[src/hdl/uttf_pkg.sv]
`default_nettype none

package uttf_pkg;

    localparam int SECS_W  = 32;
    localparam int YEAR_W  = 12;
    localparam int MONTH_W = 4;
    localparam int DAY_W   = 5;
    localparam int HOUR_W  = 5;
    localparam int MIN_W   = 6;
    localparam int SEC_W   = 6;
    localparam int FAT_W   = 32;

    // reciprocal multipliers, each exact over the operand range used
    localparam logic [25:0] DAY_RECIP   = 26'd50903317;  // x / 675, shift 35
    localparam logic [12:0] HOUR_RECIP  = 13'd4661;      // x / 225, shift 20
    localparam logic [10:0] MIN_RECIP   = 11'd1093;      // x / 15,  shift 14
    localparam logic [14:0] Y1460_RECIP = 15'd22983;     // x / 365, shift 23
    localparam logic [17:0] YEAR_RECIP  = 18'd183860;    // x / 365, shift 26
    localparam logic [10:0] MP_RECIP    = 11'd1714;      // x / 153, shift 18

    localparam logic [31:0] SECS_PER_DAY  = 32'd86400;
    localparam logic [19:0] DAY_SHIFT     = 20'd719468;
    localparam logic [19:0] ERA5_START    = 20'd730485;
    localparam logic [19:0] ERA4_START    = 20'd584388;
    localparam logic [11:0] ERA5_YEAR     = 12'd2000;
    localparam logic [11:0] ERA4_YEAR     = 12'd1600;
    localparam logic [11:0] FAT_BASE_YEAR = 12'd1980;
    localparam logic [31:0] FAT_FALLBACK  = 32'h5421_0000;

    function automatic logic [8:0] month_start(input logic [3:0] mp);
        logic [8:0] r;
        begin
            case (mp)
                4'd0:    r = 9'd0;
                4'd1:    r = 9'd31;
                4'd2:    r = 9'd61;
                4'd3:    r = 9'd92;
                4'd4:    r = 9'd122;
                4'd5:    r = 9'd153;
                4'd6:    r = 9'd184;
                4'd7:    r = 9'd214;
                4'd8:    r = 9'd245;
                4'd9:    r = 9'd275;
                4'd10:   r = 9'd306;
                4'd11:   r = 9'd337;
                default: r = 9'd0;
            endcase
            return r;
        end
    endfunction

endpackage

`default_nettype wire

[src/hdl/uttf_if.sv]
`default_nettype none

interface uttf_in_if;
    logic                        valid;
    logic                        ready;
    logic [uttf_pkg::SECS_W-1:0] epoch_secs;

    modport source (output valid, output epoch_secs, input ready);
    modport sink   (input valid, input epoch_secs, output ready);
endinterface

interface uttf_out_if;
    logic                         valid;
    logic                         ready;
    logic                         civil_valid;
    logic [uttf_pkg::YEAR_W-1:0]  year;
    logic [uttf_pkg::MONTH_W-1:0] month;
    logic [uttf_pkg::DAY_W-1:0]   day_of_month;
    logic [uttf_pkg::HOUR_W-1:0]  hour;
    logic [uttf_pkg::MIN_W-1:0]   minute;
    logic [uttf_pkg::SEC_W-1:0]   second;
    logic [uttf_pkg::FAT_W-1:0]   fat_time;

    modport source (output valid, output civil_valid, output year, output month,
                    output day_of_month, output hour, output minute, output second,
                    output fat_time, input ready);
    modport sink   (input valid, input civil_valid, input year, input month,
                    input day_of_month, input hour, input minute, input second,
                    input fat_time, output ready);
endinterface

`default_nettype wire

[src/hdl/unix_time_to_fat_timestamp.sv]
// channel    dir   payload
// secs_ch    in    epoch_secs
// date_ch    out   civil_valid, year, month, day_of_month, hour, minute, second, fat_time
//
// nine register stages, one request per cycle sustained while date_ch does not stall
// each stage holds about one constant multiply with an add or compare
// rst_n clears the stage valid bits only, data registers are not reset
// a stall on date_ch freezes the whole pipe, secs_ch.ready follows it

`default_nettype none

module unix_time_to_fat_timestamp (
    input  wire             clk,
    input  wire             rst_n,
    uttf_in_if.sink         secs_ch,
    uttf_out_if.source      date_ch
);

    localparam int NUM_ST = 8;

    typedef struct packed {
        logic        zero;
        logic [31:0] secs;
        logic [50:0] p_day;
        logic [15:0] days;
        logic [16:0] sod;
        logic [19:0] z;
        logic [25:0] p_hr;
        logic        era5;
        logic [17:0] doe;
        logic [4:0]  hour;
        logic [11:0] rem;
        logic [30:0] p_a;
        logic [2:0]  b;
        logic        c;
        logic [20:0] p_min;
        logic [17:0] n;
        logic [5:0]  minute;
        logic [5:0]  second;
        logic [35:0] p_yoe;
        logic [8:0]  yoe;
        logic [8:0]  doy;
        logic [21:0] p_mp;
    } pipe_t;

    typedef struct packed {
        logic        civil_valid;
        logic [11:0] year;
        logic [3:0]  month;
        logic [4:0]  day_of_month;
        logic [4:0]  hour;
        logic [5:0]  minute;
        logic [5:0]  second;
        logic [31:0] fat_time;
    } out_t;

    pipe_t             st_reg  [NUM_ST];
    pipe_t             st_next [NUM_ST];
    logic [NUM_ST-1:0] vld_reg;
    logic              out_vld_reg;
    out_t              out_reg;
    out_t              out_next;
    logic              adv;

    assign adv           = !out_vld_reg || date_ch.ready;
    assign secs_ch.ready = adv;

    // split into days and seconds of day
    always_comb
    begin
        st_next[0]       = '0;
        st_next[0].secs  = secs_ch.epoch_secs;
        st_next[0].zero  = (secs_ch.epoch_secs == 32'd0);
        st_next[0].p_day = 51'(secs_ch.epoch_secs[31:7]) * 51'(uttf_pkg::DAY_RECIP);
    end

    always_comb
    begin
        logic [31:0] day_secs;
        st_next[1]      = st_reg[0];
        st_next[1].days = st_reg[0].p_day[50:35];
        day_secs        = 32'(st_reg[0].p_day[50:35]) * uttf_pkg::SECS_PER_DAY;
        st_next[1].sod  = 17'(st_reg[0].secs - day_secs);
        st_next[1].z    = 20'(st_reg[0].p_day[50:35]) + uttf_pkg::DAY_SHIFT;
    end

    // era and day of era
    always_comb
    begin
        st_next[2]      = st_reg[1];
        st_next[2].p_hr = 26'(st_reg[1].sod[16:4]) * 26'(uttf_pkg::HOUR_RECIP);
        st_next[2].era5 = (st_reg[1].z >= uttf_pkg::ERA5_START);
        st_next[2].doe  = 18'(st_reg[1].z - ((st_reg[1].z >= uttf_pkg::ERA5_START) ?
                          uttf_pkg::ERA5_START : uttf_pkg::ERA4_START));
    end

    always_comb
    begin
        logic [4:0] hr;
        hr              = st_reg[2].p_hr[24:20];
        st_next[3]      = st_reg[2];
        st_next[3].hour = hr;
        st_next[3].rem  = 12'(st_reg[2].sod - 17'(hr) * 17'd3600);
        st_next[3].p_a  = 31'(st_reg[2].doe[17:2]) * 31'(uttf_pkg::Y1460_RECIP);
        st_next[3].b    = 3'(st_reg[2].doe >= 18'd36524) + 3'(st_reg[2].doe >= 18'd73048)
                        + 3'(st_reg[2].doe >= 18'd109572) + 3'(st_reg[2].doe >= 18'd146096);
        st_next[3].c    = (st_reg[2].doe == 18'd146096);
    end

    always_comb
    begin
        st_next[4]       = st_reg[3];
        st_next[4].p_min = 21'(st_reg[3].rem[11:2]) * 21'(uttf_pkg::MIN_RECIP);
        st_next[4].n     = st_reg[3].doe - 18'(st_reg[3].p_a[30:23])
                         + 18'(st_reg[3].b) - 18'(st_reg[3].c);
    end

    always_comb
    begin
        logic [5:0] mi;
        mi                = st_reg[4].p_min[19:14];
        st_next[5]        = st_reg[4];
        st_next[5].minute = mi;
        st_next[5].second = 6'(st_reg[4].rem - 12'(mi) * 12'd60);
        st_next[5].p_yoe  = 36'(st_reg[4].n) * 36'(uttf_pkg::YEAR_RECIP);
    end

    // year of era and day of march-based year
    always_comb
    begin
        logic [8:0]  y;
        logic [17:0] ydays;
        logic [1:0]  yc;
        y               = st_reg[5].p_yoe[34:26];
        yc              = 2'(y >= 9'd100) + 2'(y >= 9'd200) + 2'(y >= 9'd300);
        ydays           = 18'(y) * 18'd365 + 18'(y[8:2]) - 18'(yc);
        st_next[6]      = st_reg[5];
        st_next[6].yoe  = y;
        st_next[6].doy  = 9'(st_reg[5].doe - ydays);
    end

    always_comb
    begin
        st_next[7]      = st_reg[6];
        st_next[7].p_mp = (22'(st_reg[6].doy) * 22'd5 + 22'd2) * 22'(uttf_pkg::MP_RECIP);
    end

    // month, day, year and fat packing
    always_comb
    begin
        logic [3:0]  mp;
        logic [3:0]  mo;
        logic [4:0]  d;
        logic [11:0] y;
        logic [6:0]  yf;
        mp = st_reg[7].p_mp[21:18];
        mo = (mp < 4'd10) ? mp + 4'd3 : mp - 4'd9;
        d  = 5'(st_reg[7].doy - uttf_pkg::month_start(mp) + 9'd1);
        y  = (st_reg[7].era5 ? uttf_pkg::ERA5_YEAR : uttf_pkg::ERA4_YEAR)
           + 12'(st_reg[7].yoe) + 12'(mo <= 4'd2);
        yf = (y < uttf_pkg::FAT_BASE_YEAR) ? 7'd0 : 7'(y - uttf_pkg::FAT_BASE_YEAR);
        if (st_reg[7].zero)
        begin
            out_next          = '0;
            out_next.fat_time = uttf_pkg::FAT_FALLBACK;
        end
        else
        begin
            out_next.civil_valid  = 1'b1;
            out_next.year         = y;
            out_next.month        = mo;
            out_next.day_of_month = d;
            out_next.hour         = st_reg[7].hour;
            out_next.minute       = st_reg[7].minute;
            out_next.second       = st_reg[7].second;
            out_next.fat_time     = {yf, mo, d, st_reg[7].hour, st_reg[7].minute,
                                     st_reg[7].second[5:1]};
        end
    end

    always_ff @(posedge clk or negedge rst_n)
    begin
        if (!rst_n)
        begin
            vld_reg     <= '0;
            out_vld_reg <= 1'b0;
        end
        else if (adv)
        begin
            vld_reg     <= {vld_reg[NUM_ST-2:0], secs_ch.valid};
            out_vld_reg <= vld_reg[NUM_ST-1];
        end
    end

    always_ff @(posedge clk)
    begin
        if (adv)
        begin
            for (int k = 0; k < NUM_ST; k++)
            begin
                st_reg[k] <= st_next[k];
            end
            out_reg <= out_next;
        end
    end

    assign date_ch.valid        = out_vld_reg;
    assign date_ch.civil_valid  = out_reg.civil_valid;
    assign date_ch.year         = out_reg.year;
    assign date_ch.month        = out_reg.month;
    assign date_ch.day_of_month = out_reg.day_of_month;
    assign date_ch.hour         = out_reg.hour;
    assign date_ch.minute       = out_reg.minute;
    assign date_ch.second       = out_reg.second;
    assign date_ch.fat_time     = out_reg.fat_time;

endmodule

`default_nettype wire
[src/flat_wrapper.sv]
// flat-port wrapper written by rule: the top's interface ports become plain ports
module unix_time_to_fat_timestamp_flat 
  (clk, rst_n, secs_ch_valid, secs_ch_epoch_secs, secs_ch_ready, date_ch_valid, date_ch_civil_valid, date_ch_year, date_ch_month, date_ch_day_of_month, date_ch_hour, date_ch_minute, date_ch_second, date_ch_fat_time, date_ch_ready);
  uttf_in_if secs_ch_i ();
  uttf_out_if date_ch_i ();
  input  wire clk;
  input  wire rst_n;
  input wire logic [$bits(secs_ch_i.valid)-1:0] secs_ch_valid;
  input wire logic [$bits(secs_ch_i.epoch_secs)-1:0] secs_ch_epoch_secs;
  output wire logic [$bits(secs_ch_i.ready)-1:0] secs_ch_ready;
  output wire logic [$bits(date_ch_i.valid)-1:0] date_ch_valid;
  output wire logic [$bits(date_ch_i.civil_valid)-1:0] date_ch_civil_valid;
  output wire logic [$bits(date_ch_i.year)-1:0] date_ch_year;
  output wire logic [$bits(date_ch_i.month)-1:0] date_ch_month;
  output wire logic [$bits(date_ch_i.day_of_month)-1:0] date_ch_day_of_month;
  output wire logic [$bits(date_ch_i.hour)-1:0] date_ch_hour;
  output wire logic [$bits(date_ch_i.minute)-1:0] date_ch_minute;
  output wire logic [$bits(date_ch_i.second)-1:0] date_ch_second;
  output wire logic [$bits(date_ch_i.fat_time)-1:0] date_ch_fat_time;
  input wire logic [$bits(date_ch_i.ready)-1:0] date_ch_ready;
  assign secs_ch_i.valid = secs_ch_valid;
  assign secs_ch_i.epoch_secs = secs_ch_epoch_secs;
  assign secs_ch_ready = secs_ch_i.ready;
  assign date_ch_valid = date_ch_i.valid;
  assign date_ch_civil_valid = date_ch_i.civil_valid;
  assign date_ch_year = date_ch_i.year;
  assign date_ch_month = date_ch_i.month;
  assign date_ch_day_of_month = date_ch_i.day_of_month;
  assign date_ch_hour = date_ch_i.hour;
  assign date_ch_minute = date_ch_i.minute;
  assign date_ch_second = date_ch_i.second;
  assign date_ch_fat_time = date_ch_i.fat_time;
  assign date_ch_i.ready = date_ch_ready;
  unix_time_to_fat_timestamp u_core (.clk(clk), .rst_n(rst_n), .secs_ch(secs_ch_i), .date_ch(date_ch_i));
endmodule
[config.mk]
export PLATFORM = sky130hd
export DESIGN_NAME = unix_time_to_fat_timestamp_flat
export DESIGN_NICKNAME = d
export VERILOG_FILES = /design/src/hdl/uttf_pkg.sv /design/src/hdl/uttf_if.sv /design/src/hdl/unix_time_to_fat_timestamp.sv /design/src/flat_wrapper.sv
export SDC_FILE = /design/constraint.sdc
export NUM_CORES = 2
export LEC_CHECK = 0
export ABC_CLOCK_PERIOD_IN_PS = 17400
export BUFFER_PORTS_ARGS = -buffer_cell sky130_fd_sc_hd__buf_4
export CORE_MARGIN = 4
export CORE_UTILIZATION = 55
export CTS_CLUSTER_DIAMETER = 50
export DETAILED_ROUTE_END_ITERATION = 12
export GPL_TIMING_DRIVEN = 1
export PLACE_DENSITY_LB_ADDON = 0.3
export RECOVER_POWER = 100
export SYNTH_ARGS = -nofsm -noshare
export SYNTH_HDL_FRONTEND = slang
export SYNTH_SLANG_ARGS = --single-unit
[constraint.sdc]
create_clock -name clk -period 17.4 [get_ports clk]
set_input_delay 3.48 -clock clk [delete_from_list [all_inputs] [get_ports clk]]
set_output_delay 3.48 -clock clk [all_outputs]
set_load 0.01 [all_outputs]
### Word-level counts from Yosys, hierarchy flattened

Memories as Yosys holds them, arrays and structs flattened.
Index checks and enable logic that the tools add are counted.

| cells by class | value |
|---|---|
| muxes and demuxes | 7 |
| shift-type cells | 0 |
| equal/unequal tests | 1 |
| div/mod/pow operators | 0 |
| bitwise operators | 0 |
| reduce and logical (&&, ||, !) cells | 4 |
| add/subtract/negate cells | 24 |
| multiply operators | 11 |
| $lt $le $gt $ge | 11 |

Operators with widths:

| cell | number |
|---|---|
| 2-to-1 mux 71 bit | 1 |
| multiplier 25 x 26 -> 51 bit (second input constant) | 1 |
| greater-or-equal comparator 18 x 17 -> 1 bit (second input constant) | 2 |
| multiplier 18 x 16 -> 34 bit (second input constant) | 1 |
| logical NOT 32 bit | 1 |
| multiplier 16 x 15 -> 31 bit (second input constant) | 1 |
| multiplier 13 x 13 -> 26 bit (second input constant) | 1 |
| multiplier 22 x 10 -> 21 bit (second input constant) | 1 |
| multiplier 10 x 11 -> 21 bit (second input constant) | 1 |
| adder 16 x 20 -> 20 bit (second input constant) | 1 |
| greater-or-equal comparator 20 bit (second input constant) | 1 |
| adder 18 x 3 -> 18 bit | 1 |
| == test 18 bit (second input constant) | 1 |
| greater-or-equal comparator 18 x 16 -> 1 bit (second input constant) | 1 |
| greater-or-equal comparator 18 bit (second input constant) | 1 |
| 2-to-1 mux 18 bit | 1 |
| subtractor 18 x 1 -> 18 bit | 1 |
| subtractor 18 bit | 1 |
| subtractor 18 x 8 -> 18 bit | 1 |
| subtractor 17 bit | 1 |
| multiplier 16 x 10 -> 10 bit (second input constant) | 1 |
| adder 12 x 2 -> 13 bit (second input constant) | 1 |
| adder 12 x 1 -> 12 bit | 1 |
| adder 12 x 9 -> 12 bit | 1 |
| other kinds (30) | 33 |

| word-level totals | value |
|---|---|
| memory bits (writable) | 2,888 |
| register bits | 80 |
| memories kept | 2 |
| memory bits (read-only) | 144 |
| latch bits | 0 |

Memories:

| memory | depth | bits a word | read ports | clocked after Yosys merged registers in | write ports | line | source |
|---|---|---|---|---|---|---|---|
| u_core.st_reg | 8 | 361 | 8 | 0 | 8 | unix_time_to_fat_timestamp.sv:57 | `pipe_t st_reg [NUM_ST];` |
| (no name shown) | 16 | 9 | 1 | 0 | 0 | uttf_pkg.sv:34 | `case (mp)` |

### Logic depth before layout (Yosys ltp)

An unclocked memory read counts as a cell.

| depth | value |
|---|---|
| depth after elaboration | 8 |
| gate-level depth with buffers | 27 |

### Least setup slack after synthesis

No wires, ideal clock.

| timing | value |
|---|---|
| kind | input to output |
| from | in date_ch_ready |
| to | out secs_ch_ready |
| path slack | 0.295 ns |
| arrival time | 13.625 ns |
| stages | 2 |
| data required time | 13.920 ns |
| buffers on the path | 1 |
| path through | nand2b_1 -> clkbuf_1 |

| between the ends | value |
|---|---|
| longest elaborated chain between the ends | 1 |

RTL lines:

| element | line | source |
|---|---|---|
| start, declared | flat_wrapper.sv:20 | `input wire logic [$bits(date_ch_i.ready)-1:0] date_ch_ready;` |
| logical OR 1 bit | unix_time_to_fat_timestamp.sv:65 | `assign adv = !out_vld_reg \|\| date_ch.ready;` |
| end, declared | flat_wrapper.sv:10 | `output wire logic [$bits(secs_ch_i.ready)-1:0] secs_ch_ready;` |

Every way passes these cells.

==> impl_results.md <==
- Clk sinks: between 300 and 400
- Count of endpoints failing setup in the final report: 0
- Synth-to-Final Area Change: 7.25%
- Cell row count: 100
- Slowest stage cell on the critical path: clkbuf_1
- Flops & latches, synth: 369
- Share of flip-flops with an asynchronous set or reset: 2.44%
- Critical path data required time: 17.48 ns
- DRT iter0 DRCs: between 1000 and 1500
- Number of flops mapped to enable cells by yosys: 360
- WL per Instance: 16.4 um
- Post-placement worst setup slack: 7.83 ns
- Ys flop type: edfxtp_1
- Synthesized area: 0.0415 mm^2
- Fin util: 59.7%
- Number of antenna violations at the first check in global routing: 0
- All-Layer GR Usage: 20.3%
- Reg area: 0.0110 mm^2
- Post-layout net count: roughly 5200
- Area contributors post-synth: ha_1 (29%), edfxtp_1 (26%), fa_1 (22%)
- Insertion delay to the later sink of the worst-skew pair: 0.59 ns
- Port Buffers: about 110
- Post-DRT Antenna Nets: 0
- Pre-Repair DR Iteration Count: 6
- Crit path max fanout: 169
- Placeable core region: 0.0746 mm^2
- Critical path start-end classification: in2reg
- Maximum number of pins on one net before global-route repair: 170
- Least-Margin Pin Slew: 4.51 ns
- Total Negative Setup Slacks: 0 ns
- Cell variety after synth: 70
- Via count: 24200
- Delay contributed by the slowest stage of the critical path: 3.23 ns
- Die extent in x: 283 um
- Critical Path Most Common Cell: clkbuf_1
- Top-area cell type share of the netlist area: 29.3%
- Endpoints failing hold: 0
- # hold bufs at CTS: 0
- Final Skew: 0.0258 ns
- Sort of element at the end of the critical path: register
- Post-synthesis cell count: about 3600
- Initial standard-cell utilization of the core: between 50% and 60%
- Wire length of the first global-routing pass: 130000 um
- Resized cells post-CTS: 0
- Via count of the first global-routing pass: 25900
- Arr. time, crit path: around 12 ns
- Headroom to the max-slew limit: -201%
- Clock Path Buffers: 3
- Fmax: 0.0822 GHz
- Last weighted congestion value of the routability-driven placer: ~0.94
- Net count after synthesis: just over 5000
- Fill cells: around 6200
- Die Ht: 283 um
- Fraction of layout instances using a drive strength above 1: 2.82%
- Final slew viol count: 246
- H-tree depth: 2
- Status: complete, but fails checks
- Min Tclk post-route: around 12 ns
- Global route total overflow: 0
- Unrepaired setup endpoints after global routing: false
- Buffers inserted by post-CTS timing repair: 0
- Count of inserted antenna diode cells: 0
- Synthesis Warnings: 0
- Top cell type by total area after synthesis: ha_1
- Kind of cell adding the most delay to the critical path: buffers and inverters
- Clock tree from TritonCTS: built
- Routed WL: a little under 80000 um
- Top-Level Pins: 109
- CTS root buf: clkbuf_16
- Detailed placer's ending HPWL: 64600 um
- Violated checks: max-capacitance violations, max-slew violations
- Worst hold path class: reg2reg
- Number of flip-flops under the largest register name: about 310
- Part of the cycle the worst path needs: 69.9%
- Via/cell ratio: around 5.2
- Cells traversed along the worst timing path: clkbuf_4 -> nand2b_1 -> buf_12 -> clkbuf_1 -> clkbuf_1
- CTS buffer count: 44
- Final routed DRC violation total: 0
- Worst path bufs/invs: 4
- Post-synthesis sequential area ratio: 26.6%
- Area taken by multi-input logic gates: 0.0268 mm^2
- Clock transition at the registers of the reported paths: 0.06 ns
- Max-cap viol count: 4
- Setup WS post-layout: 5.24 ns
- Floorplan die area: 0.0799 mm^2
- Avg Cell Area, Syn: 11.6 um^2
- Crit path launch type: primary input
[area by class of cell]
type,instances,area share (%)
well taps,969,2.72
multi-input cells,2272,60.3
clock inverters,33,0.989
repair buffers,112,1.12
inverters,895,7.55
flip-flops and latches,369,24.8
clock buffers,48,2.51
[per-layer routing]
metal,up-vias,part of all wire [%],track usage [%]
li1,12000,-,-
met1,11800,45,26.8
met2,328,50,36.4
met3,102,3.4,2.39
met4,0,2.2,4.46
met5,-,0,0
[worst paths after layout]
check                      cells past startpoint                     to  slack, ns                  start
max                                            5  u_core.st_reg[2][124]       5.24          date_ch_ready
min                                            0  u_core.st_reg[2][485]       0.40  u_core.st_reg[2][124]
max reg2reg                                    4  u_core.st_reg[2][124]       7.95   u_core.date_ch.valid
min reg2reg                                    0  u_core.st_reg[2][485]       0.40  u_core.st_reg[2][124]
max in group asynchronous                      1      u_core.vld_reg[6]      14.23                  rst_n
min in group asynchronous                      1      u_core.vld_reg[7]       2.84                  rst_n
[per-stage QoR]
step | instance area, um^2 | instances | hold WS (ns)
2_1_floorplan | 41500 | 3571 | 0.400
3_3_place_gp | 43400 | 4617 | 0.401
3_5_place_dp | 43400 | 4617 | 0.405
4_1_cts | 44900 | 4698 | 0.396
5_1_grt | 44500 | 4698 | 0.413
6_report | 44500 | 4698 | 0.402
[cell usage after synthesis, drive strengths merged (4+ instances only)]
master  count
o21ai      64
fa        464
a21o       37
buf        25
a221oi      4
nand4      19
o21bai     15
nor2       85
a211oi     11
o211ai      5
or3         4
clkbuf     10
o31ai       4
dfrtp       9
inv       895
nand3      27
and4        4
a21oi      91
a31oi      11
and2        6
o21a       22
or2         4
a21boi      5
xnor2     117
and3        9
nor2b      51
a41oi       4
a31o        4
nor4        8
a41o        8
nand2      56
a211o       7
nand2b     19
edfxtp    360
xor2       56
ha        972
mux2        8
nor3       33
[cell families (layout without fill, tap and decap cells)]
kind of cell	after synthesis	after routing	synth area share, %
fa+ha+maj	1436	1436	51.7
buf+inv	930	1088	8.62
flops	369	369	26.6
simple gates	334	334	4.08
compound gates	318	318	5.09
xor+xnor	173	173	3.65
mux	11	11	0.289
[cells in the final DEF (no fill, tap or decap), types with 6 or more instances in the layout]
master	n
a211o_1	7
a211oi_1	11
a21o_1	37
a21oi_1	91
a31oi_1	11
a41o_1	8
and3_1	9
buf_4	16
clkbuf_1	98
clkbuf_16	44
clkinv_2	6
dfrtp_1	9
edfxtp_1	360
fa_1	464
ha_1	972
inv_1	895
mux2_2	8
nand2_1	56
nand2b_1	19
nand3_1	27
nand4_1	19
nor2_1	85
nor2b_1	51
nor3_1	33
nor4_1	8
o21a_1	22
o21ai_0	47
o21ai_1	17
o21bai_1	15
xnor2_1	117
xor2_1	56
Power is left out: the tool's default activity adds up to more than one toggle a clock period on the data nets, which glitch-free logic cannot reach.
